==> src/hw/rtl/rhq_pkg.sv <==
// Shared types and constants for the round-half-even fixed-point quantizer.
// Used by the channel interfaces and by every module of the block.
package rhq_pkg;

    localparam int DW = 64;
    localparam int QW = 32;

    localparam logic [QW:0] LIMIT_POS = {2'b00, {(QW - 1){1'b1}}};
    localparam logic [QW:0] LIMIT_NEG = {2'b01, {(QW - 1){1'b0}}};

    typedef enum logic [1:0] {
        ST_OK       = 2'd0,
        ST_INVALID  = 2'd1,
        ST_OVERFLOW = 2'd2
    } t_status;

    typedef struct packed {
        logic [DW-2:0] rem;
        logic [QW-1:0] low;
        logic [QW-1:0] quot;
        logic [DW-2:0] den;
        logic          neg;
        t_status       status;
    } t_div_word;

    typedef struct packed {
        logic [QW-1:0] value;
        t_status       status;
    } t_result;

endpackage

==> src/hw/rtl/rhq_out_if.sv <==
// Output channel of the quantizer: valid, ready and one Q16.16 result item.
// Depends on rhq_pkg for the field widths.
interface rhq_out_if import rhq_pkg::*; ();

    logic                 valid;
    logic                 ready;
    logic signed [QW-1:0] fixed_value;
    logic [1:0]           status;

    modport source (output valid, output fixed_value, output status, input ready);
    modport sink (input valid, input fixed_value, input status, output ready);

endinterface

==> src/hw/rtl/rhq_out_buf.sv <==
// Output register with a skid entry. Holds the chain of cells while the skid
// entry is occupied. Depends on rhq_pkg and rhq_out_if.
module rhq_out_buf import rhq_pkg::*; (
    input  logic      i_clk,
    input  logic      i_rst_n,
    input  logic      i_valid,
    input  t_result   i_result,
    output logic      o_en,
    rhq_out_if.source o_out
);

    logic    r_out_valid;
    t_result r_out;
    logic    r_skid_valid;
    t_result r_skid;
    logic    take;
    logic    drain;

    assign o_en  = !r_skid_valid;
    assign take  = i_valid && !r_skid_valid;
    assign drain = !r_out_valid || o_out.ready;

    always_ff @(posedge i_clk) begin
        if (!i_rst_n) begin
            r_out_valid  <= 1'b0;
            r_skid_valid <= 1'b0;
        end else if (r_skid_valid) begin
            if (o_out.ready) begin
                r_skid_valid <= 1'b0;
            end
        end else if (drain) begin
            r_out_valid <= take;
        end else if (take) begin
            r_skid_valid <= 1'b1;
        end
    end

    always_ff @(posedge i_clk) begin
        if (r_skid_valid) begin
            if (o_out.ready) begin
                r_out <= r_skid;
            end
        end else if (drain) begin
            r_out <= i_result;
        end else begin
            r_skid <= i_result;
        end
    end

    assign o_out.valid       = r_out_valid;
    assign o_out.fixed_value = r_out.value;
    assign o_out.status      = r_out.status;

endmodule

==> src/flat_wrapper.sv <==
// flat-port wrapper written by rule: the top's interface ports become plain ports
module rhq_out_buf_flat import rhq_pkg::*;
  (i_clk, i_rst_n, i_valid, i_result, o_en, o_out_valid, o_out_fixed_value, o_out_status, o_out_ready);
  rhq_out_if o_out_i ();
  input  logic i_clk;
  input  logic i_rst_n;
  input  logic i_valid;
  input  t_result i_result;
  output logic o_en;
  output wire logic [$bits(o_out_i.valid)-1:0] o_out_valid;
  output wire logic [$bits(o_out_i.fixed_value)-1:0] o_out_fixed_value;
  output wire logic [$bits(o_out_i.status)-1:0] o_out_status;
  input wire logic [$bits(o_out_i.ready)-1:0] o_out_ready;
  assign o_out_valid = o_out_i.valid;
  assign o_out_fixed_value = o_out_i.fixed_value;
  assign o_out_status = o_out_i.status;
  assign o_out_i.ready = o_out_ready;
  rhq_out_buf u_core (.i_clk(i_clk), .i_rst_n(i_rst_n), .i_valid(i_valid), .i_result(i_result), .o_en(o_en), .o_out(o_out_i));
endmodule
==> config.mk <==
export PLATFORM = sky130hd
export DESIGN_NAME = rhq_out_buf_flat
export DESIGN_NICKNAME = d
export VERILOG_FILES = /design/src/hw/rtl/rhq_pkg.sv /design/src/hw/rtl/rhq_out_if.sv /design/src/hw/rtl/rhq_out_buf.sv /design/src/flat_wrapper.sv
export SDC_FILE = /design/constraint.sdc
export NUM_CORES = 1
export LEC_CHECK = 0
export BUFFER_PORTS_ARGS = -buffer_cell sky130_fd_sc_hd__buf_2
export CORE_MARGIN = 2
export CORE_UTILIZATION = 50
export CTS_CLUSTER_SIZE = 30
export DETAILED_ROUTE_END_ITERATION = 10
export GPL_TIMING_DRIVEN = 0
export PLACE_DENSITY = 0.77
export SLEW_MARGIN = 20
export SYNTH_ARGS = -nofsm -noshare
export SYNTH_HDL_FRONTEND = slang
export SYNTH_SLANG_ARGS = --single-unit
==> constraint.sdc <==
create_clock -name i_clk -period 5.05 [get_ports i_clk]
set_clock_uncertainty 0.2 [all_clocks]
set_input_delay 0.7575 -clock i_clk [delete_from_list [all_inputs] [get_ports i_clk]]
set_output_delay 0.7575 -clock i_clk [all_outputs]
set_load 0.05 [all_outputs]
==> impl_metrics.toml <==
[outcome]
status = "completed"

[timing]
setup_ws_ns = 2.893
tightest_slew_ns = 0.6840
min_period_ns = 2.157
drv_slew = 0
holdWs_ns = 0.3396
slew_headroom_pct = 54.20
hold_violations = 0
setup_viol = 0
max_freq_mhz = 463.7
fin_crit_sh_pct = 42.70
rsz0062_at_grt = "false"

[setup_path]
path_max_fanout = 10
cp-start-kind = "flip-flop"
endpoint_kind = "primary output"
crit_type = "flip-flop to primary output"
arrival_ns = 1.20
required_ns = 4.09

[final_layout]
areaGrowthSynthToFinish_pct = 26.11
drive_gt1_share_pct = 61.24
antenna_cells = 0
final_nets = 243

[clocking]
cts_resized = 0
htreeDepth = 3
cts.sinks = 70
clk_path_buf_depth = 2
clk_latency_ns = 0.33
cts_hold_buf = 0
postCtsSetupBuffers = 0
path_clk_slew_ns = 0.06
cts_tree = "built"
cts-root-buf = "clkbuf_8"
cts_made_buffers = 9

[grt]
track_usage_pct = 17.06
grt_pass1_vias = 1380
antenna_found_initial = 0
grt_max_degree = 27
overflow = 0
grt_busiest_layer = "met2"
grt_pass1_wl_um = 6672
grtUsageMet2_pct = 27.92
gr-usage-met3_pct = 7.011
use_met1_pct = 19.82

[drt]
first_pass_iters = 4
drt_iter0_drc = 99
dr_total_vias = 1343
viasPerCell = 4.814
routed_wl_um = 4437
wire_per_inst_um = 15.90
drtAntennaViolNets = 0
drc = 0

[synth]
yosys.area.top_type = "edfxtp_1"
synth_top_area_share_pct = 79.49
synth.distinct_cells = 13
synthCells = 117
muxShareOfSynthArea_pct = 14.91
synth_area_per_cell_sq_um = 21.95
synthXorXnorAreaFrac_pct = 0
synth_seq_cells = 70
synth_nets = 155
synth-compound-area-share_pct = 0.6819
synth_top_family_by_area = "multiplexers"
yosysSeqAreaShare_pct = 81.05
synthSimpleGateAreaFrac_pct = 1.461
yosysWarnings = 0
synthAdderAreaFrac_pct = 0
netlist_area_sq_mm = 0.002569
synth_area_leaders = "edfxtp_1 (79%), mux2_2 (15%), buf_6 (1.8%)"

[die]
ioPinCount = 74
initial_core_util_pct = 50.94
die_area_sq_mm = 0.005727
die_h_um = 75.68
die_w_um = 75.68
rows = 26
core_area_sq_mm = 0.005042

[pwr]
p_leak_nw = 1.238
powerDensity_mw_per_mm2 = 377.6
irDropWorstVdd_v = 0.0002312

[placed_design]
numPortBuffers = 73
hpwl_um = 3132
post-place-ws_ns = 2.603
place.gp.congestion = 0.7117

[run]
cap_violations = 0

[min_path]
hp-class = "flip-flop to flip-flop"
## power breakdown
group | switching [mW] | internal, mW | leakage, nW
registers | 0.0103 | 0.681 | 0.681
clock network | 0.181 | 0.172 | 0.0753
logic | 0.128 | 0.0505 | 0.482
## cells in the mapped netlist (all sizes together)
| library cell | instances |
|---|---|
| a21oi | 1 |
| o21ai | 1 |
| buf | 4 |
| edfxtp | 68 |
| o21bai | 1 |
| inv | 1 |
| mux2 | 34 |
| nand3b | 1 |
| nor3b | 2 |
| nand2 | 1 |
| nor2b | 1 |
| dfxtp | 2 |
## metal layers
metal / part of all wire (%) / wire (um)
met1: 41 / 1806
met2: 53 / 2371
met3: 5.3 / 237
met4: 0.50 / 22
met5: 0 / 0
## per-stage QoR
step	cell area (sq um)	TNS, ns	power [mW]	util (%)	cells
after floorplan	2569	0	0.8281	-	117
after global placement	3022	-1.746	0.8721	59.93	260
after detailed placement	3092	0	0.8843	61.32	264
after CTS	3239	0	1.240	64.24	279
after global routing	3239	0	1.271	64.24	279
final	3239	0	1.223	64.24	279
## worst paths after layout
kind	cells past startpoint	to	from	slack, ns
worst max-delay path	3	o_en	u_core.r_skid_valid	2.89
worst min register to register	2	u_core.o_out.valid	u_core.o_out.valid	0.34
worst max register to register	4	u_core.r_skid[16]	u_core.r_skid_valid	2.99
worst min-delay path	2	u_core.o_out.valid	u_core.o_out.valid	0.34
## layout make-up
class / count / area (sq um)
multi-input combinational: 42 / 454.2
buffer: 4 / 45.04
inverter: 1 / 3.754
timing repair buffer: 77 / 419.2
clock buffer: 12 / 135.1
sequential: 70 / 2082
clock inverter: 3 / 12.51
fill: 377 / 1803
tap: 70 / 87.58
## cell usage in the layout (no fill, tap or decap)
cell type and count:
buf_6 5, clkbuf_1 3, nand2_1 1, dfxtp_1 2, mux2_2 34, nand3b_1 1
nor2b_1 1, buf_2 73, nor3b_2 2, o21bai_4 1, clkinv_2 1, buf_4 2
buf_16 1, o21ai_1 1, clkbuf_8 9, a21oi_1 1, inv_1 1, edfxtp_1 68
clkinv_1 2
## critical path, stage by stage, from the launching register on
cell	delay, ns
dfxtp_1	0.44
buf_6	0.19
inv_1	0.04
buf_2	0.20
## logic make-up (layout without fill, tap and decap cells)
kind of cell / count (synthesis) / count (layout)
buf+inv: 5 / 97
compound gates: 3 / 3
flops: 70 / 70
simple gates: 5 / 5
mux: 34 / 34
## registers in the layout, indices dropped and copies added (netlist names)
name                      cells
u_core.o_out.fixed_value     32
u_core.o_out.status           2
u_core.o_out.valid            1
u_core.r_skid                34
u_core.r_skid_valid           1
Note: power is estimated with default switching activity, not from simulation.
