===== config.mk =====
export PLATFORM = sky130hd
export DESIGN_NAME = rhq_front
export DESIGN_NICKNAME = d
export VERILOG_FILES = /design/src/hw/rtl/rhq_pkg.sv /design/src/hw/rtl/rhq_front.sv
export SDC_FILE = /design/constraint.sdc
export NUM_CORES = 1
export LEC_CHECK = 0
export BUFFER_PORTS_ARGS = -buffer_cell sky130_fd_sc_hd__buf_2
export CAP_MARGIN = 25
export CORE_UTILIZATION = 45
export DETAILED_ROUTE_END_ITERATION = 16
export GPL_TIMING_DRIVEN = 1
export PLACE_DENSITY = 0.72
export SLEW_MARGIN = 15
export SYNTH_ARGS = -nofsm -noshare
export SYNTH_HDL_FRONTEND = slang
export SYNTH_SLANG_ARGS = --single-unit

===== constraint.sdc =====
create_clock -name i_clk -period 2.55 [get_ports i_clk]
set_input_delay 0 -clock i_clk [delete_from_list [all_inputs] [get_ports i_clk]]
set_output_delay 0 -clock i_clk [all_outputs]
set_load 0.01 [all_outputs]

===== src/hw/rtl/rhq_pkg.sv =====
// Shared types and constants for the round-half-even fixed-point quantizer.
// Used by the channel interfaces and by every module of the block.
package rhq_pkg;

    localparam int DW = 64;
    localparam int QW = 32;

    localparam logic [QW:0] LIMIT_POS = {2'b00, {(QW - 1){1'b1}}};
    localparam logic [QW:0] LIMIT_NEG = {2'b01, {(QW - 1){1'b0}}};

    typedef enum logic [1:0] {
        ST_OK       = 2'd0,
        ST_INVALID  = 2'd1,
        ST_OVERFLOW = 2'd2
    } t_status;

    typedef struct packed {
        logic [DW-2:0] rem;
        logic [QW-1:0] low;
        logic [QW-1:0] quot;
        logic [DW-2:0] den;
        logic          neg;
        t_status       status;
    } t_div_word;

    typedef struct packed {
        logic [QW-1:0] value;
        t_status       status;
    } t_result;

endpackage


===== src/hw/rtl/rhq_front.sv =====
// Front cells: takes the magnitude of the numerator, scales it and screens the
// item for bad denominators and overflow. Depends on rhq_pkg.
module rhq_front import rhq_pkg::*; #(
    parameter int FRACTION_BITS = 16
) (
    input  logic                 i_clk,
    input  logic                 i_rst_n,
    input  logic                 i_en,
    input  logic                 i_valid,
    input  logic signed [DW-1:0] i_numerator,
    input  logic signed [DW-1:0] i_denominator,
    output logic                 o_valid,
    output t_div_word            o_word
);

    logic          r_s1_valid;
    logic          r_s1_neg;
    logic          r_s1_invalid;
    logic [DW-1:0] r_s1_mag;
    logic [DW-2:0] r_s1_den;

    logic          n_s1_neg;
    logic          n_s1_invalid;
    logic [DW-1:0] n_s1_mag;

    logic          r_s2_valid;
    t_div_word     r_s2_word;
    t_div_word     n_s2_word;

    logic [DW-1:0] scaled;
    logic          mag_wide;
    logic          quot_big;

    always_comb begin
        n_s1_neg     = i_numerator[DW-1];
        n_s1_invalid = i_denominator[DW-1] || (i_denominator == '0);
        n_s1_mag     = n_s1_neg ? (~i_numerator + DW'(1)) : i_numerator;
    end

    always_ff @(posedge i_clk) begin
        if (!i_rst_n) begin
            r_s1_valid <= 1'b0;
            r_s2_valid <= 1'b0;
        end else if (i_en) begin
            r_s1_valid <= i_valid;
            r_s2_valid <= r_s1_valid;
        end
    end

    always_ff @(posedge i_clk) begin
        if (i_en) begin
            r_s1_neg     <= n_s1_neg;
            r_s1_invalid <= n_s1_invalid;
            r_s1_mag     <= n_s1_mag;
            r_s1_den     <= i_denominator[DW-2:0];
            r_s2_word    <= n_s2_word;
        end
    end

    always_comb begin
        scaled   = r_s1_mag << FRACTION_BITS;
        mag_wide = (r_s1_mag >> (DW - FRACTION_BITS)) != '0;
        quot_big = DW'(scaled[DW-1:QW]) >= {1'b0, r_s1_den};

        n_s2_word.rem  = (DW-1)'(scaled[DW-1:QW]);
        n_s2_word.low  = scaled[QW-1:0];
        n_s2_word.quot = '0;
        n_s2_word.den  = r_s1_den;
        n_s2_word.neg  = r_s1_neg;
        if (r_s1_invalid) begin
            n_s2_word.status = ST_INVALID;
        end else if (mag_wide || quot_big) begin
            n_s2_word.status = ST_OVERFLOW;
        end else begin
            n_s2_word.status = ST_OK;
        end
    end

    assign o_valid = r_s2_valid;
    assign o_word  = r_s2_word;

endmodule


==> metrics.yaml <==
clock_latency_ns: 0.51
synth_top_area_share_pct: 69.2
cts_root_buf: "clkbuf_16"
htreeDepth: 1
post_cts_buffers: 0
setup_slack_ns: 0.0300
synth-main-ff-cell: "edfxtp_1"
via_per_inst: 4.90
avgSynthCellArea_um2: 15.3
drt_pass1_iterations: 5
die_x_um: 155
timing.hold.ws_ns: 0.0725
cap_violations: 0
vias: 7037
r2r_end: "o_word[1]"
r2r_cells: 6
rows: 55
initial_utilization_pct: 46.3
dieArea_mm2: 0.0240
critPathRequiredTime_ns: 2.82
path_clk_slew_ns: 0.06
drcViolationCount: 0
synth_edf_count: 243
grt_pass1_wl_um: 37500
cp_max_fo: 6
arrival_ns: 2.79
rr_startpoint: "r_s1_mag[29]"
skew_ns: 0.00659
final_cell_mix: "245 x buf_2, 243 x edfxtp_1, 140 x dlygate4sd3_1, 79 x conb_1, 59 x xnor2_1"
grt_use_total_pct: 20.6
finalWirelength_um: 25600
synth_area_mm2: 0.0105
hold_viol: 0
reg2reg_slack_ns: 0.23
die_y_um: 155
ys_seq_area_share_pct: 69.6
period_needed_ns: 2.52
p_leak_nw: 5.57
nNetsFinal: 1270
dpl.hpwl_um: 17600
cts_buffers: 26
coreArea_mm2: 0.0228
cp_slowest_cell: "dlygate4sd3_1"
syn_inst: 691
first_global_vias: 6815
antenna_found_initial: 0
yosysUniqueCellTypes: 49
p_per_area_mw_per_mm2: 676
grt_max_degree: 64
slew_viol_final: 0
cp.depth: 8
tightest_slew_ns: 0.687
crit_start: "i_numerator[2]"
grt-ovfl-total: 0
area_growth_pct: 34.5
cp_top_family: "buffers and inverters"
irDropWorstVdd_mv: 0.426
status: "completed"
drtAntennaViolNets: 0
cts_tree: "done"
dpl_worst_slack_ns: 0.141
setup_viol: 0
top_level_ports: 326
ys_ff_latch: 245
crit_top_cell: "dlygate4sd3_1"
cp-endpoint: "r_s1_mag[18]"
cp-start-kind: "input port"
port_buffers: 246
wire_per_inst_um: 17.8
place.gp.congestion: 0.881
crit_chain: "dlygate4sd3_1, buf_2, or4_4, or2_2, or3_4, o31ai_2, xnor2_1, dlygate4sd3_1"
hp-class: "input port to flip-flop"
ys_warn_count: 0
drt_iter0_drc: 431
drive_gt1_share_pct: 28.8
diodes: 0
fin_crit_sh_pct: 98.8
relSlewSlack_pct: 54.2
synthArstFlopShare_pct: 0
yosys.area.top_type: "edfxtp_1"
cp_slowest_stage_delay_ns: 0.55
setup.worst_path.end_class: "flip-flop"
critPathBufInv: 3
cts.sinks: 245
critPathKind: "input port to flip-flop"
fmax_mhz: 397
yosys-top-cells-area: "edfxtp_1 69%, buf_4 5.6%, xnor2_1 4.9%"
timing.setup.tns_ns: 0
final_common_cell: "buf_2"
clock_path_buffers: 3
==> state kept, by name, summed over array words and instances, names as in the netlist <==
signal        count
r_s1_invalid      1
r_s1_neg          1
r_s1_valid        1
o_word          114
r_s1_den         63
o_valid           1
r_s1_mag         64
==> final cells by class <==
type,count,area [µm²]
Tap cell,313,392
Multi-Input combinational cell,391,2710
Inverter,40,150
Clock inverter,15,105
Timing Repair Buffer,401,2790
Fill cell,1705,8600
Clock buffer,31,691
Sequential cell,245,7340
==> worst reg2reg max path, cell delays in order, from the launching register on <==
cell,delay [ns]
edfxtp_1,0.45
ha_1,0.33
nand4_1,0.12
nor3_1,0.47
a211oi_1,0.14
o211a_1,0.24
o311ai_0,0.35
==> layer usage <==
metal  up-vias  share of wire, %  global-route usage (%)
met5         -                 0                       0
met4         0               2.1                    6.03
met3        42               6.5                    2.84
met2       321                51                    36.8
met1      3366                40                    26.0
li1       3308                 -                       -
==> through the flow <==
stage                     util, %  cells  power [mW]  area (µm²)
after floorplan                 -    769        5.53       10800
after global placement       52.5   1250        5.94       12000
after detailed placement     52.5   1250        5.97       12000
after CTS                    62.2   1436        9.65       14200
after global routing         62.3   1436        9.95       14200
final                        62.3   1436        9.59       14200
==> synth_stat cells, types with 2 or more instances <==
cell type  number
o41ai_2         3
and4_1          2
nor3_1          6
inv_1          40
a21o_1          2
or4_1           8
or2_2           9
nand3_1         6
a21oi_1        10
nor4_4          2
nor4_1         33
or4b_1          2
dfxtp_1         2
ha_1           33
or3_4           2
buf_4          79
o41ai_1        12
nand2b_1        3
mux2i_1         2
nor2_1          8
xor2_1          2
o21ai_0        18
a211oi_1        2
o31ai_1        23
nand2_1        18
nor2b_1         2
edfxtp_1      243
xnor2_1        59
clkbuf_1       13
a31oi_1         2
nand4_1        15
or3_1          13
==> kinds of logic after synthesis <==
| kind of cell | share of synthesized area [%] |
|---|---|
| compound gates | 5.64 |
| xor+xnor | 5.07 |
| fa+ha+maj | 3.92 |
| buf+inv | 7.62 |
| flops | 69.6 |
| mux | 0.190 |
| other cells | 0.0356 |
| simple gates | 7.96 |
==> report_power, final <==
| group | internal, mW | total (mW) | switching, mW |
|---|---|---|---|
| clock network | 2.03 | 3.51 | 1.48 |
| logic | 0.505 | 1.10 | 0.590 |
| registers | 4.84 | 4.98 | 0.141 |
| total | 7.37 | 9.59 | 2.22 |
==> what timing repair did <==
item,CTS,global route
endpoints found under the hold margin,189,0
hold buffers,140,0
gates resized for setup,0,5
endpoints found under the setup margin,0,5
==> worst min path at each step <==
stage	startpoint	to	slack, ns	cells after the start
floorplan	i_denominator[0]	r_s1_den[0]	0.1	0
global placement	i_denominator[8]	r_s1_den[8]	0.19	1
detailed placement	i_denominator[2]	r_s1_den[2]	0.19	1
CTS	i_numerator[4]	r_s1_mag[5]	0.04	4
global route	i_numerator[63]	r_s1_neg	0.11	1
finish	i_numerator[5]	r_s1_mag[6]	0.07	4
Power figures use the tool's default switching activity.
