<file path="src/hw/rtl/rhq_pkg.sv">
// Shared types and constants for the round-half-even fixed-point quantizer.
// Used by the channel interfaces and by every module of the block.
package rhq_pkg;

    localparam int DW = 64;
    localparam int QW = 32;

    localparam logic [QW:0] LIMIT_POS = {2'b00, {(QW - 1){1'b1}}};
    localparam logic [QW:0] LIMIT_NEG = {2'b01, {(QW - 1){1'b0}}};

    typedef enum logic [1:0] {
        ST_OK       = 2'd0,
        ST_INVALID  = 2'd1,
        ST_OVERFLOW = 2'd2
    } t_status;

    typedef struct packed {
        logic [DW-2:0] rem;
        logic [QW-1:0] low;
        logic [QW-1:0] quot;
        logic [DW-2:0] den;
        logic          neg;
        t_status       status;
    } t_div_word;

    typedef struct packed {
        logic [QW-1:0] value;
        t_status       status;
    } t_result;

endpackage

</file>
<file path="src/hw/rtl/rhq_div_cell.sv">
// One restoring-division cell: shifts in one dividend bit, subtracts the
// divisor when it fits and emits one quotient bit. Depends on rhq_pkg.
module rhq_div_cell import rhq_pkg::*; (
    input  logic      i_clk,
    input  logic      i_rst_n,
    input  logic      i_en,
    input  logic      i_valid,
    input  t_div_word i_word,
    output logic      o_valid,
    output t_div_word o_word
);

    logic          r_valid;
    t_div_word     r_word;
    t_div_word     n_word;

    logic [DW-1:0] rem_ext;
    logic [DW-1:0] diff;
    logic          fits;

    always_comb begin
        rem_ext = {i_word.rem, i_word.low[QW-1]};
        diff    = rem_ext - {1'b0, i_word.den};
        fits    = rem_ext >= {1'b0, i_word.den};

        n_word      = i_word;
        n_word.rem  = fits ? diff[DW-2:0] : rem_ext[DW-2:0];
        n_word.low  = {i_word.low[QW-2:0], 1'b0};
        n_word.quot = {i_word.quot[QW-2:0], fits};
    end

    always_ff @(posedge i_clk) begin
        if (!i_rst_n) begin
            r_valid <= 1'b0;
        end else if (i_en) begin
            r_valid <= i_valid;
        end
    end

    always_ff @(posedge i_clk) begin
        if (i_en) begin
            r_word <= n_word;
        end
    end

    assign o_valid = r_valid;
    assign o_word  = r_word;

endmodule

</file>
<file path="config.mk">
export PLATFORM = sky130hd
export DESIGN_NAME = rhq_div_cell
export DESIGN_NICKNAME = d
export VERILOG_FILES = /design/src/hw/rtl/rhq_pkg.sv /design/src/hw/rtl/rhq_div_cell.sv
export SDC_FILE = /design/constraint.sdc
export NUM_CORES = 1
export LEC_CHECK = 0
export BUFFER_PORTS_ARGS = -buffer_cell sky130_fd_sc_hd__buf_4
export CAP_MARGIN = 20
export CORE_UTILIZATION = 45
export CTS_CLUSTER_DIAMETER = 100
export CTS_CLUSTER_SIZE = 12
export DETAILED_ROUTE_END_ITERATION = 10
export GPL_TIMING_DRIVEN = 0
export PLACE_DENSITY = 0.8
export SLEW_MARGIN = 10
export SYNTH_ARGS = -nofsm -noshare
export SYNTH_HDL_FRONTEND = slang
export SYNTH_SLANG_ARGS = --single-unit
</file>
<file path="constraint.sdc">
create_clock -name i_clk -period 2.6 [get_ports i_clk]
set_input_delay 0.13 -clock i_clk [delete_from_list [all_inputs] [get_ports i_clk]]
set_output_delay 0.13 -clock i_clk [all_outputs]
set_load 0.1 [all_outputs]
</file>
==> flow_metrics.env <==
export IMPL_ant_nets=0
export IMPL_cts_tree="built"
export IMPL_synth_top_family_by_area="compound AO/OA/AOI/OAI gates"
export IMPL_ir_drop_uv=380.3
export IMPL_clock_sinks=193
export IMPL_synth_simple_gate_area_share_pct=10.65
export IMPL_grt_pass1_vias=10260
export IMPL_fillerInstances=1542
export IMPL_grt_antenna_before_repair=1
export IMPL_root_buffer="clkbuf_16"
export IMPL_synth_area_top_cells="edfxtp_1, ha_1, o21ai_0"
export IMPL_dieArea_um2=24100
export IMPL_start_kind="input port"
export IMPL_nets=1835
export IMPL_rsz0062_at_grt="true"
export IMPL_critical_path_startpoint="i_word[129]"
export IMPL_viasPerCell=5.385
export IMPL_synth_seq_cells=193
export IMPL_globalplace_congestion=0.8706
export IMPL_outcome="finished, final reports clean"
export IMPL_syn_area_per_cell_um2=10.80
export IMPL_relSlewSlack_pct=51.30
export IMPL_cts_max_level=4
export IMPL_synth_compound_area_share_pct=16.92
export IMPL_grtUsageMet3_pct=6.323
export IMPL_yosys_warnings=0
export IMPL_coreArea_um2=22850
export IMPL_cts_buffers=17
export IMPL_setup_viol=0
export IMPL_overflow=0
export IMPL_synth_nets=1239
export IMPL_worstPathRequired_ns=2.78
export IMPL_drt_pass1_iter_count=6
export IMPL_hold_viol=0
export IMPL_cellLeakagePower_nw=7.162
export IMPL_async_reset_ff_share_pct=0
export IMPL_critPathKind="in2reg"
export IMPL_end_kind="register"
export IMPL_drc_errors=0
export IMPL_drv_cap=0
export IMPL_yosysTopAreaCell="edfxtp_1"
export IMPL_area_delta_synth_final_pct=57.42
export IMPL_die_w_um=155.2
export IMPL_die_y_um=155.2
export IMPL_grt_usage_pct=30.23
export IMPL_skew_ns=0
export IMPL_p_per_area_nw_per_um2=693.5
export IMPL_portBuffers=388
export IMPL_synth_edf_count=192
export IMPL_synth_ff_type="edfxtp_1"
export IMPL_synthMuxAreaShare_pct=0.5092
export IMPL_wl_um=37720
export IMPL_cp_arrival_ns=2.77
export IMPL_pre_cts_ws_ns=-0.9299
export IMPL_grt_use_met2_pct=55.92
export IMPL_hold_path_class="in2reg"
export IMPL_clkSlewWorstSetupHoldPaths_ns=0.08
export IMPL_num_rows=55
export IMPL_grt_first_pass_wirelength_um=55340
export IMPL_grt_busiest_layer="met2"
export IMPL_fmax_ghz=0.3863
export IMPL_drive_above_1_share_pct=32.89
export IMPL_clockBufferDepth=2
export IMPL_dp_hpwl_um=25010
export IMPL_period_needed_ns=2.589
export IMPL_synth_seq_area_share_pct=54.75
export IMPL_syn_area_um2=10570
export IMPL_r2r_start="o_valid"
export IMPL_syn_inst=978
export IMPL_vias=10237
export IMPL_grt_use_met1_pct=33.35
export IMPL_synth_cell_types=73
export IMPL_cp_max_fo=4
export IMPL_finalCritPeriodShare_pct=99.58
export IMPL_hp_start="i_word[134]"
export IMPL_drv_slew=0
export IMPL_insertion_delay_ns=0.44
export IMPL_design_portCount=391
export IMPL_synth_fa_ha_area_share_pct=7.649
export IMPL_synthXorXnorAreaFrac_pct=4.725
export IMPL_finalWorstSetupSlack_ns=0.01101
export IMPL_grt_max_degree=113
export IMPL_yosysTopAreaCellShare_pct=54.56
export IMPL_wl_per_cell_um=19.84
export IMPL_drt_iter0_drc=828
export IMPL_worst_slew_pin_slew_ns=0.7211
export IMPL_initial_core_util_pct=46.25
export IMPL_p_total_mw=11.54
## cells in the mapped netlist, types with 3 or more instances
cell type,count
o21bai_1,16
buf_2,15
o21ai_1,13
a21oi_1,80
nor2b_1,7
nor3_1,14
ha_1,63
nand3_1,12
edfxtp_1,192
a21o_1,15
a31oi_1,3
o221ai_1,3
inv_1,87
nand4_1,23
o21a_1,10
o211ai_1,8
nor2_1,43
o31ai_1,4
xor2_1,25
nand2b_1,6
and2_1,3
clkbuf_1,20
and3_1,5
nand2_1,118
xnor2_1,32
o21ai_0,96
a211oi_1,9
## state kept, by name, summed over array words and instances (netlist names)
name / flops
o_word: 192
o_valid: 1
## final timing paths
path	slack, ns	endpoint	cells after the start
hold / removal	0.01	o_word[135]	3
setup / recovery	0.01	o_word[158]	12
setup reg to reg	1.45	o_valid	3
hold reg to reg	1.07	o_valid	3
## through the flow
step | area [µm²] | hold WS [ns] | util [%] | TNS [ns] | instances
floorplan | 10600 | 0.2289 | - | 0 | 978
global placement | 13900 | 0.3084 | 60.85 | -44.85 | 1679
detailed placement | 13940 | 0.3093 | 61.01 | -46.11 | 1680
CTS | 16430 | -0.1200 | 71.93 | -0.02736 | 1893
global route | 16630 | 0.01268 | 72.80 | -0.01219 | 1901
finish | 16630 | 0.01095 | 72.80 | 0 | 1901
## cell usage in the layout (no fill, tap or decap), types with 7 or more instances in the layout
master,count
a211oi_1,7
a21o_1,15
a21oi_1,71
a21oi_2,9
buf_2,10
buf_4,407
clkbuf_1,10
clkbuf_16,17
dlygate4sd3_1,174
edfxtp_1,192
ha_1,56
inv_1,85
nand2_1,117
nand3_1,12
nand4_1,23
nor2_1,42
nor2b_1,7
nor3_1,12
o211ai_1,8
o21a_1,10
o21ai_0,86
o21ai_1,22
o21bai_1,16
xnor2_1,32
xor2_1,25
## kinds of logic after synthesis
logic type	after synthesis
other	1
flip-flops	193
adder cells (fa/ha/maj)	64
multiplexers	5
buffers and inverters	126
AO/OA/AOI/OAI	287
XOR/XNOR	57
AND/OR/NAND/NOR	245
## layer usage
layer  wire length (µm)  vias to the layer above
li1                   -                     4769
met1              13950                     4862
met2              19390                      509
met3               2884                       97
met4               1496                        0
met5                  0                        -
## worst max-delay path, stage by stage
cell and delay [ns]:
buf_6 0.09, inv_2 0.04, ha_4 0.16, fa_2 0.36, nand2b_4 0.16, a21oi_4 0.19
nor2_1 0.10, o41ai_1 0.66, a21oi_1 0.27, o21ai_0 0.32, xnor2_1 0.17, o21ai_0 0.11
## report_power, final
| group | internal [mW] | leakage [nW] | switching [mW] |
|---|---|---|---|
| registers | 3.83 | 1.89 | 0.109 |
| logic | 1.31 | 4.98 | 3.57 |
| clock network | 1.32 | 0.295 | 1.40 |
| total | 6.46 | 7.16 | 5.08 |
## cell type report
type / count / area [µm²] / area share [%]
Clock buffer: 18 / 429.2 / 2.580
Buffer: 33 / 182.7 / 1.098
Sequential cell: 193 / 5786 / 34.78
Tap cell: 313 / 391.6 / 2.354
Multi-Input combinational cell: 659 / 4484 / 26.96
Timing Repair Buffer: 582 / 4847 / 29.14
Inverter: 88 / 332.8 / 2.001
Clock inverter: 14 / 177.7 / 1.068
Antenna cell: 1 / 2.502 / 0.01504
## repair_timing
item                                    4_1_cts  5_1_grt
pin swaps                                    10       13
gates resized for setup                      23       51
hold endpoints to repair                    172        2
endpoints found under the setup margin       64       63
hold buffers                                172        2
buffers inserted                             10        9
(Power assumes the default switching activity.)
