--- src/hw/rtl/rhq_pkg.sv ---
// Shared types and constants for the round-half-even fixed-point quantizer.
// Used by the channel interfaces and by every module of the block.
package rhq_pkg;

    localparam int DW = 64;
    localparam int QW = 32;

    localparam logic [QW:0] LIMIT_POS = {2'b00, {(QW - 1){1'b1}}};
    localparam logic [QW:0] LIMIT_NEG = {2'b01, {(QW - 1){1'b0}}};

    typedef enum logic [1:0] {
        ST_OK       = 2'd0,
        ST_INVALID  = 2'd1,
        ST_OVERFLOW = 2'd2
    } t_status;

    typedef struct packed {
        logic [DW-2:0] rem;
        logic [QW-1:0] low;
        logic [QW-1:0] quot;
        logic [DW-2:0] den;
        logic          neg;
        t_status       status;
    } t_div_word;

    typedef struct packed {
        logic [QW-1:0] value;
        t_status       status;
    } t_result;

endpackage

--- src/hw/rtl/rhq_round.sv ---
// Rounding cell: rounds the quotient half to even, then checks the range and
// applies the numerator's sign. Depends on rhq_pkg.
module rhq_round import rhq_pkg::*; (
    input  logic      i_clk,
    input  logic      i_rst_n,
    input  logic      i_en,
    input  logic      i_valid,
    input  t_div_word i_word,
    output logic      o_valid,
    output t_result   o_result
);

    logic          r_valid;
    logic [QW:0]   r_quot;
    logic          r_neg;
    t_status       r_status;

    logic [DW-1:0] twice;
    logic          round_up;
    logic [QW:0]   n_quot;
    logic [QW:0]   limit;
    logic          too_big;

    always_comb begin
        twice    = {i_word.rem, 1'b0};
        round_up = (twice > {1'b0, i_word.den}) ||
                   ((twice == {1'b0, i_word.den}) && i_word.quot[0]);
        n_quot   = {1'b0, i_word.quot} + (QW+1)'(round_up);
    end

    always_ff @(posedge i_clk) begin
        if (!i_rst_n) begin
            r_valid <= 1'b0;
        end else if (i_en) begin
            r_valid <= i_valid;
        end
    end

    always_ff @(posedge i_clk) begin
        if (i_en) begin
            r_quot   <= n_quot;
            r_neg    <= i_word.neg;
            r_status <= i_word.status;
        end
    end

    always_comb begin
        limit   = r_neg ? LIMIT_NEG : LIMIT_POS;
        too_big = r_quot > limit;
        o_result.value  = '0;
        o_result.status = r_status;
        if (r_status == ST_OK) begin
            if (too_big) begin
                o_result.status = ST_OVERFLOW;
            end else begin
                o_result.value = r_neg ? (QW'(0) - r_quot[QW-1:0]) : r_quot[QW-1:0];
            end
        end
    end

    assign o_valid = r_valid;

endmodule

--- config.mk ---
export PLATFORM = sky130hd
export DESIGN_NAME = rhq_round
export DESIGN_NICKNAME = d
export VERILOG_FILES = /design/src/hw/rtl/rhq_pkg.sv /design/src/hw/rtl/rhq_round.sv
export SDC_FILE = /design/constraint.sdc
export NUM_CORES = 1
export LEC_CHECK = 0
export ABC_AREA = 1
export BUFFER_PORTS_ARGS = -buffer_cell sky130_fd_sc_hd__buf_2
export CAP_MARGIN = 20
export CORE_UTILIZATION = 45
export DETAILED_ROUTE_END_ITERATION = 7
export PLACE_DENSITY = 0.85
export SLEW_MARGIN = 25
export SYNTH_ARGS = -nofsm -noshare
export SYNTH_HDL_FRONTEND = slang
export SYNTH_SLANG_ARGS = --single-unit
--- constraint.sdc ---
create_clock -name i_clk -period 2.8 [get_ports i_clk]
set_clock_uncertainty 0.05 [all_clocks]
set_input_delay 0.14 -clock i_clk [delete_from_list [all_inputs] [get_ports i_clk]]
set_output_delay 0.14 -clock i_clk [all_outputs]
set_load 0.05 [all_outputs]
==> impl_metrics.ini, run 1 <==
[worst_hold_path]
holdPathStages = 3
hold_path_class = input port to flip-flop
hp-start = i_valid

[setup_path]
crit_start = r_neg
path_class = flip-flop to output port
crit_arrival_ps = 2780
cp-end-kind = output port
reg2reg_depth = 2
crit_path_start_kind = flip-flop
r2r-start = o_valid
worst-path-max-fanout = 8
cp.required_ps = 2610

[detailed_routing]
avgViaCountPerCell = 5.34
ant_nets = 0
wl_per_cell_um = 15.7
dr.pass1.iters = 8
drtIter0Drc = 494
route.detailed.drc = 6
wirelength_um = 18400
num_vias = 6274

[sta]
period_share = 1.06
final.setup.tns_ps = -4490
setup_viol = 33
hold_viol_final = 0
max-slew-margin-rel = 0.474
drv_slew = 0
tightest_slew_ps = 789
rsz0062_at_grt = yes
finalCriticalPeriod_ps = 2970
setup_slack_ps = -169
max_clock_freq_mhz = 337

[final_layout]
final_cells = 1175
area_growth_pct = 53.2
nNetsFinal = 1326
fin_area_um2 = 8360
diodes = 0
drive_above_1_share = 0.387

[place]
place.gp.congestion = 0.936
dp.cells = 1140
placed_cell_area_um2 = 7040
hpwlAfterDp_um = 12700
port_buffers = 199

[clocking]
cts_sinks = 37
insertion_delay_ps = 280
path_clk_slew_ps = 60
ctsRootBufferMaster = clkbuf_16
cts.path.max_buffers = 2
h-tree-depth = 2
cts_tree = yes
cts_buffers = 5

[yosys]
synth_compound_area_frac = 0.0796
synth_xor_area_frac = 0.0867
ys_seq_elements = 37
syn_inst = 780
syn_nets = 1075
postSynthAreaPerCell_um2 = 7.00
netlist-cell-type-count = 36
synth-seq-area-share = 0.202
syn_area_um2 = 5460
synth_fa_ha_area_frac = 0.225
yosys_warnings = 0
synthSimpleGateAreaFrac = 0.313
synth_top_family_by_area = simple AND/OR/NAND/NOR gates
synthMuxAreaShare = 0

[floorplan]
die_area_um2 = 12600
io_pins = 232
rows = 39
die_x_um = 112
fp.coreArea_um2 = 11600
start_util = 0.470
die_h_um = 112

[global_route]
grtUsageTotal = 0.243
grt_pass1_wl_um = 24900
grt_antenna_before_repair = 0
grt_pass1_vias = 5698
grt_max_degree = 39
overflow = 0

[status]
violations = design-rule violations, negative setup slack
outcome = finished, violations left

[run]
drv_cap = 0

[pwr]
vdd_drop_max_uv = 252
power_leakage_nw = 4.17
powerDensity_nw_per_um2 = 327
[metal layers]
metal  wire [um]  GRT usage
met5           0          0
met4         860      0.103
met3        1350     0.0292
met1        6900      0.276
met2        9340      0.458
[final cells by class]
| cell class | count | area, um^2 |
|---|---|---|
| inverters | 123 | 467 |
| clock buffers | 5 | 125 |
| clock inverters | 3 | 68.8 |
| well taps | 143 | 179 |
| multi-input cells | 613 | 4610 |
| fillers | 812 | 3250 |
| repair buffers | 251 | 1810 |
| flip-flops and latches | 37 | 1100 |
[sequential cells by signal, summed over array words and instances (netlist names)]
name      cells
o_valid       1
r_quot       33
r_status      2
r_neg         1
[synthesized netlist by cell type, drive strengths merged]
master	count	area share
xor2	37	0.059
a21o	4	0.0055
edfxtp	36	0.20
o21ai	23	0.022
ha	98	0.22
nor3b	1	0.0014
buf	5	0.0080
o31ai	1	0.0014
nor3	21	0.025
xnor2	17	0.027
a31oi	2	0.0023
nor4	4	0.0073
nor2	125	0.095
o21a	3	0.0041
nand4	15	0.017
and2	1	0.0016
o21bai	1	0.0014
clkbuf	2	0.0014
nand3	27	0.027
nand2	184	0.14
inv	123	0.085
a21oi	47	0.043
nand3b	2	0.0028
dfxtp	1	0.0037
[kinds of logic (layout without fill, tap and decap cells)]
family                     count (synthesis)  in the layout
and+or+nand+nor                          380            380
adders and majority gates                 98             98
xor gates and xnor gates                  54             54
DFF                                       37             37
AOI/OAI and AO/OA                         81             81
buffers and inverters                    130            382
[cells in the final DEF (no fill, tap or decap), types with 26 or more instances in the layout]
cell	synthesis	routed
inv_1	121	114
buf_4	0	36
a21oi_1	47	42
nor2_1	115	72
nor2_4	2	37
xor2_1	37	36
ha_1	98	71
nand2_1	173	153
edfxtp_1	36	36
buf_6	3	38
ha_4	0	26
buf_2	2	160
[metrics by stage]
step                      hold slack, ps  utilization  worst slack, ps  total power, W
after floorplan                      183            -             7.57         0.00134
after global placement               267        0.606             -147         0.00163
after detailed placement             268        0.606             -219         0.00166
after CTS                           42.6        0.647             3.93         0.00244
after global routing                62.1        0.720             -315         0.00288
final                               44.6        0.720             -169         0.00274
[timing repair]
action | in CTS | in global routing
endpoints found under the setup margin | 27 | 51
pin swaps | 1 | 35
cloned | 3 | 4
hold buffers | 3 | 0
buffers inserted | 1 | 16
hold endpoints to repair | 3 | 0
gates resized for setup | 53 | 126
[worst max-delay path: stages (launching register included)]
cell       delay [ps]
edfxtp_1          430
buf_6             170
clkbuf_16         180
ha_4              240
a21oi_1           210
o21ai_1           160
a21oi_1           200
nand2_1            80
nand2_1            70
nand2_2            60
nand2_4           100
nand2_8           100
buf_16            200
nor2_4            120
buf_8             150
[power breakdown]
group	switching (W)	internal, W	leakage (nW)
logic	0.000709	0.000549	3.71
registers	0.0000802	0.000663	0.360
clock network	0.000223	0.000513	0.0944
[path summary, 6_finish.rpt]
| check | to | slack (ps) |
|---|---|---|
| min reg2reg | o_valid | 490 |
| max reg2reg | o_valid | 2100 |
| max | o_result[12] | -170 |
| min | o_valid | 40 |
Power figures use the tool's default switching activity.
==> inputs of run 2 (changes only) <==
- ABC_AREA: 1 -> 0
- CORE_UTILIZATION: 45 -> 44
==> run 2 against run 1 <==
Effect of this change: the run ends with negative setup slack left; via count is 6.4% lower; routed wire length is 7.4% higher; maximum frequency is 15% lower; core utilization is 6.7 points higher; clock power is 33% lower; worst setup slack worse by 510 ps; count of clock-buffer cells in the layout stayed put; combinational power is 11% higher; global-route usage is 6.8 points higher; worst hold slack better by 17 ps.
==> impl_metrics.ini, run 2 <==
[setup_path]
cp.required_ps = 2610
cpMostUsedCell = buf_12
crit_path_start_kind = flip-flop
crit_chain = buf_12 -> buf_8 -> ha_4 -> nand4_1 -> nor2_1 -> a221o_1 -> o21a_1 -> o31a_4 -> buf_12 -> nor4_4 -> buf_6
path_class = flip-flop to output port
crit_arrival_ps = 3290
crit_cells = 11
cpPeakStageDelay_ps = 460
cp_slowest_cell = edfxtp_1
reg2reg_slack_ps = 2080
cp-end-kind = output port
worst-path-max-fanout = 8
critical_path.top_delay_family = compound AO/OA/AOI/OAI gates
critical_path_buf_inv_count = 4
reg2reg_depth = 2

[global_route]
grtUsageMet1 = 0.281
use_met3 = 0.0605
grt_max_degree = 38
grtUsageTotal = 0.311
grt_pass1_vias = 5992
grt_pass1_wl_um = 27900
overflow = 0
grt_busiest_layer = met2
grt_antenna_before_repair = 0
grtUsageMet2 = 0.622

[final_layout]
area_growth_pct = 74.4
nNetsFinal = 1168
diodes = 0
drive_above_1_share = 0.505
final_cells = 1014
largest_register_ffs = 33
utilization = 0.787
layout_commonest_cell = buf_2
nFillCells = 597
reg_top3 = r_quot: 33 flops, r_status: 2 flops
fin_area_um2 = 8530
layout_common_cells = buf_2 (153), buf_4 (89), ha_1 (60), inv_1 (57), buf_6 (50)
largest-register = r_quot

[yosys]
postSynthAreaPerCell_um2 = 8.45
yosys.area.top_type = ha_1
synth_edf_count = 36
synth-seq-area-share = 0.225
syn_area_um2 = 4890
synth_most_common_cell = ha_1
syn_inst = 579
synthTopCellsByArea = ha_1 (25%), edfxtp_1 (22%), xor2_1 (6.3%)
yosys-top-cells-count = ha_1 (98), inv_1 (72), nand2_1 (44)
yosys_warnings = 0
ys_async_sr_fraction = 0
netlist-cell-type-count = 42
ys_seq_elements = 37
netlist.area_leader.share = 0.251
synthFlopType = edfxtp_1
syn_nets = 874

[sta]
rsz0062_at_grt = yes
finalCriticalPeriod_ps = 3480
hold_viol_final = 0
period_share = 1.24
setup_viol = 37
max_clock_freq_mhz = 287
setup_slack_ps = -682
max-slew-margin-rel = 0.432
drv_slew = 0
tightest_slew_ps = 853

[status]
outcome = finished, violations left
violations = negative setup slack

[floorplan]
die_x_um = 107
io_pins = 232
die_area_um2 = 11500
start_util = 0.451
die_h_um = 107
rows = 38
fp.coreArea_um2 = 10800

[detailed_routing]
wirelength_um = 19800
wl_per_cell_um = 19.5
route.detailed.drc = 0
drtIter0Drc = 406
ant_nets = 0
num_vias = 5870
dr.pass1.iters = 7
avgViaCountPerCell = 5.79

[pwr]
vdd_drop_max_uv = 223
power_leakage_nw = 3.79
powerDensity_nw_per_um2 = 306
power.total_w = 0.00261

[worst_hold_path]
hold_path_class = input port to flip-flop
holdPathStages = 3

[clocking]
h-tree-depth = 2
path_clk_slew_ps = 100
cts_sinks = 37
cts.path.max_buffers = 2
cts_buffers = 5
ctsRootBufferMaster = clkbuf_8
insertion_delay_ps = 310
cts_tree = yes

[place]
place.gp.congestion = 0.861
dp.cells = 992
hpwlAfterDp_um = 12600
placed_cell_area_um2 = 7260
port_buffers = 199

[run]
drv_cap = 0
==> run 2: changes by cell type after synthesis, sizes merged, moves of 11 or more <==
| cell | change |
|---|---|
| nand2 | -140 |
| nor2 | -108 |
| inv | -51 |
| nor4 | +35 |
| clkbuf | +15 |
| nand4 | +11 |
| o31ai | +11 |
==> run 2: cells by family (layout without fill, tap and decap cells) <==
group / count (synthesis) / in the layout / synth area share
buffers and inverters: 92 / 387 / 0.0711
xor gates and xnor gates: 60 / 60 / 0.107
DFF: 37 / 37 / 0.225
adders and majority gates: 98 / 98 / 0.251
AOI/OAI and AO/OA: 100 / 100 / 0.131
and+or+nand+nor: 190 / 190 / 0.210
muxes: 2 / 2 / 0.00409
==> run 2: stage by stage <==
step | worst slack [ps] | setup TNS (ps) | hold slack (ps)
floorplan | -602 | -19210 | 189
global placement | -374 | -9960 | 267
detailed placement | -458 | -12260 | 272
CTS | -411 | -10940 | 86.4
global route | -1070 | -19600 | 73.1
finish | -682 | -16730 | 61.5
==> run 2: path summary, 6_finish.rpt <==
check,startpoint,end
setup / recovery,r_neg,o_result[22]
setup reg to reg,o_valid,o_valid
hold / removal,i_valid,o_valid
hold reg to reg,o_valid,o_valid
==> run 2: what timing repair did <==
item | CTS | global route
hold buffers | 4 | 0
gates resized for setup | 117 | 83
pin swaps | 8 | 31
buffers inserted | 3 | 6
setup endpoints to repair | 42 | 59
endpoints found under the hold margin | 4 | 0
cloned | 2 | 1
==> run 2: cell type report <==
type	instances	area [um^2]	area share
multi-input combinational	450	4620	0.542
clock inverter	3	46.3	0.00543
sequential	37	1100	0.129
timing repair buffer	307	2230	0.262
tap	140	175	0.0205
inverter	72	283	0.0331
clock buffer	5	68.8	0.00807
==> run 2: power by group <==
part           total (W)  switching, W  internal (W)
Sequential      0.000709     0.0000471      0.000661
Clock           0.000496      0.000229      0.000267
Combinational    0.00140      0.000771      0.000631
Total            0.00261       0.00105       0.00156
==> run 2: metal layers <==
metal	wire length, um	share of wire
met3	1280	0.065
met2	10800	0.54
met5	0	0
met4	1030	0.052
met1	6730	0.34
==> run 2: worst min-delay path, delay by kind of cell <==
kind	cells	cell delay, ps
buffers and inverters	1	70
muxes	1	70
and+or+nand+nor	1	100
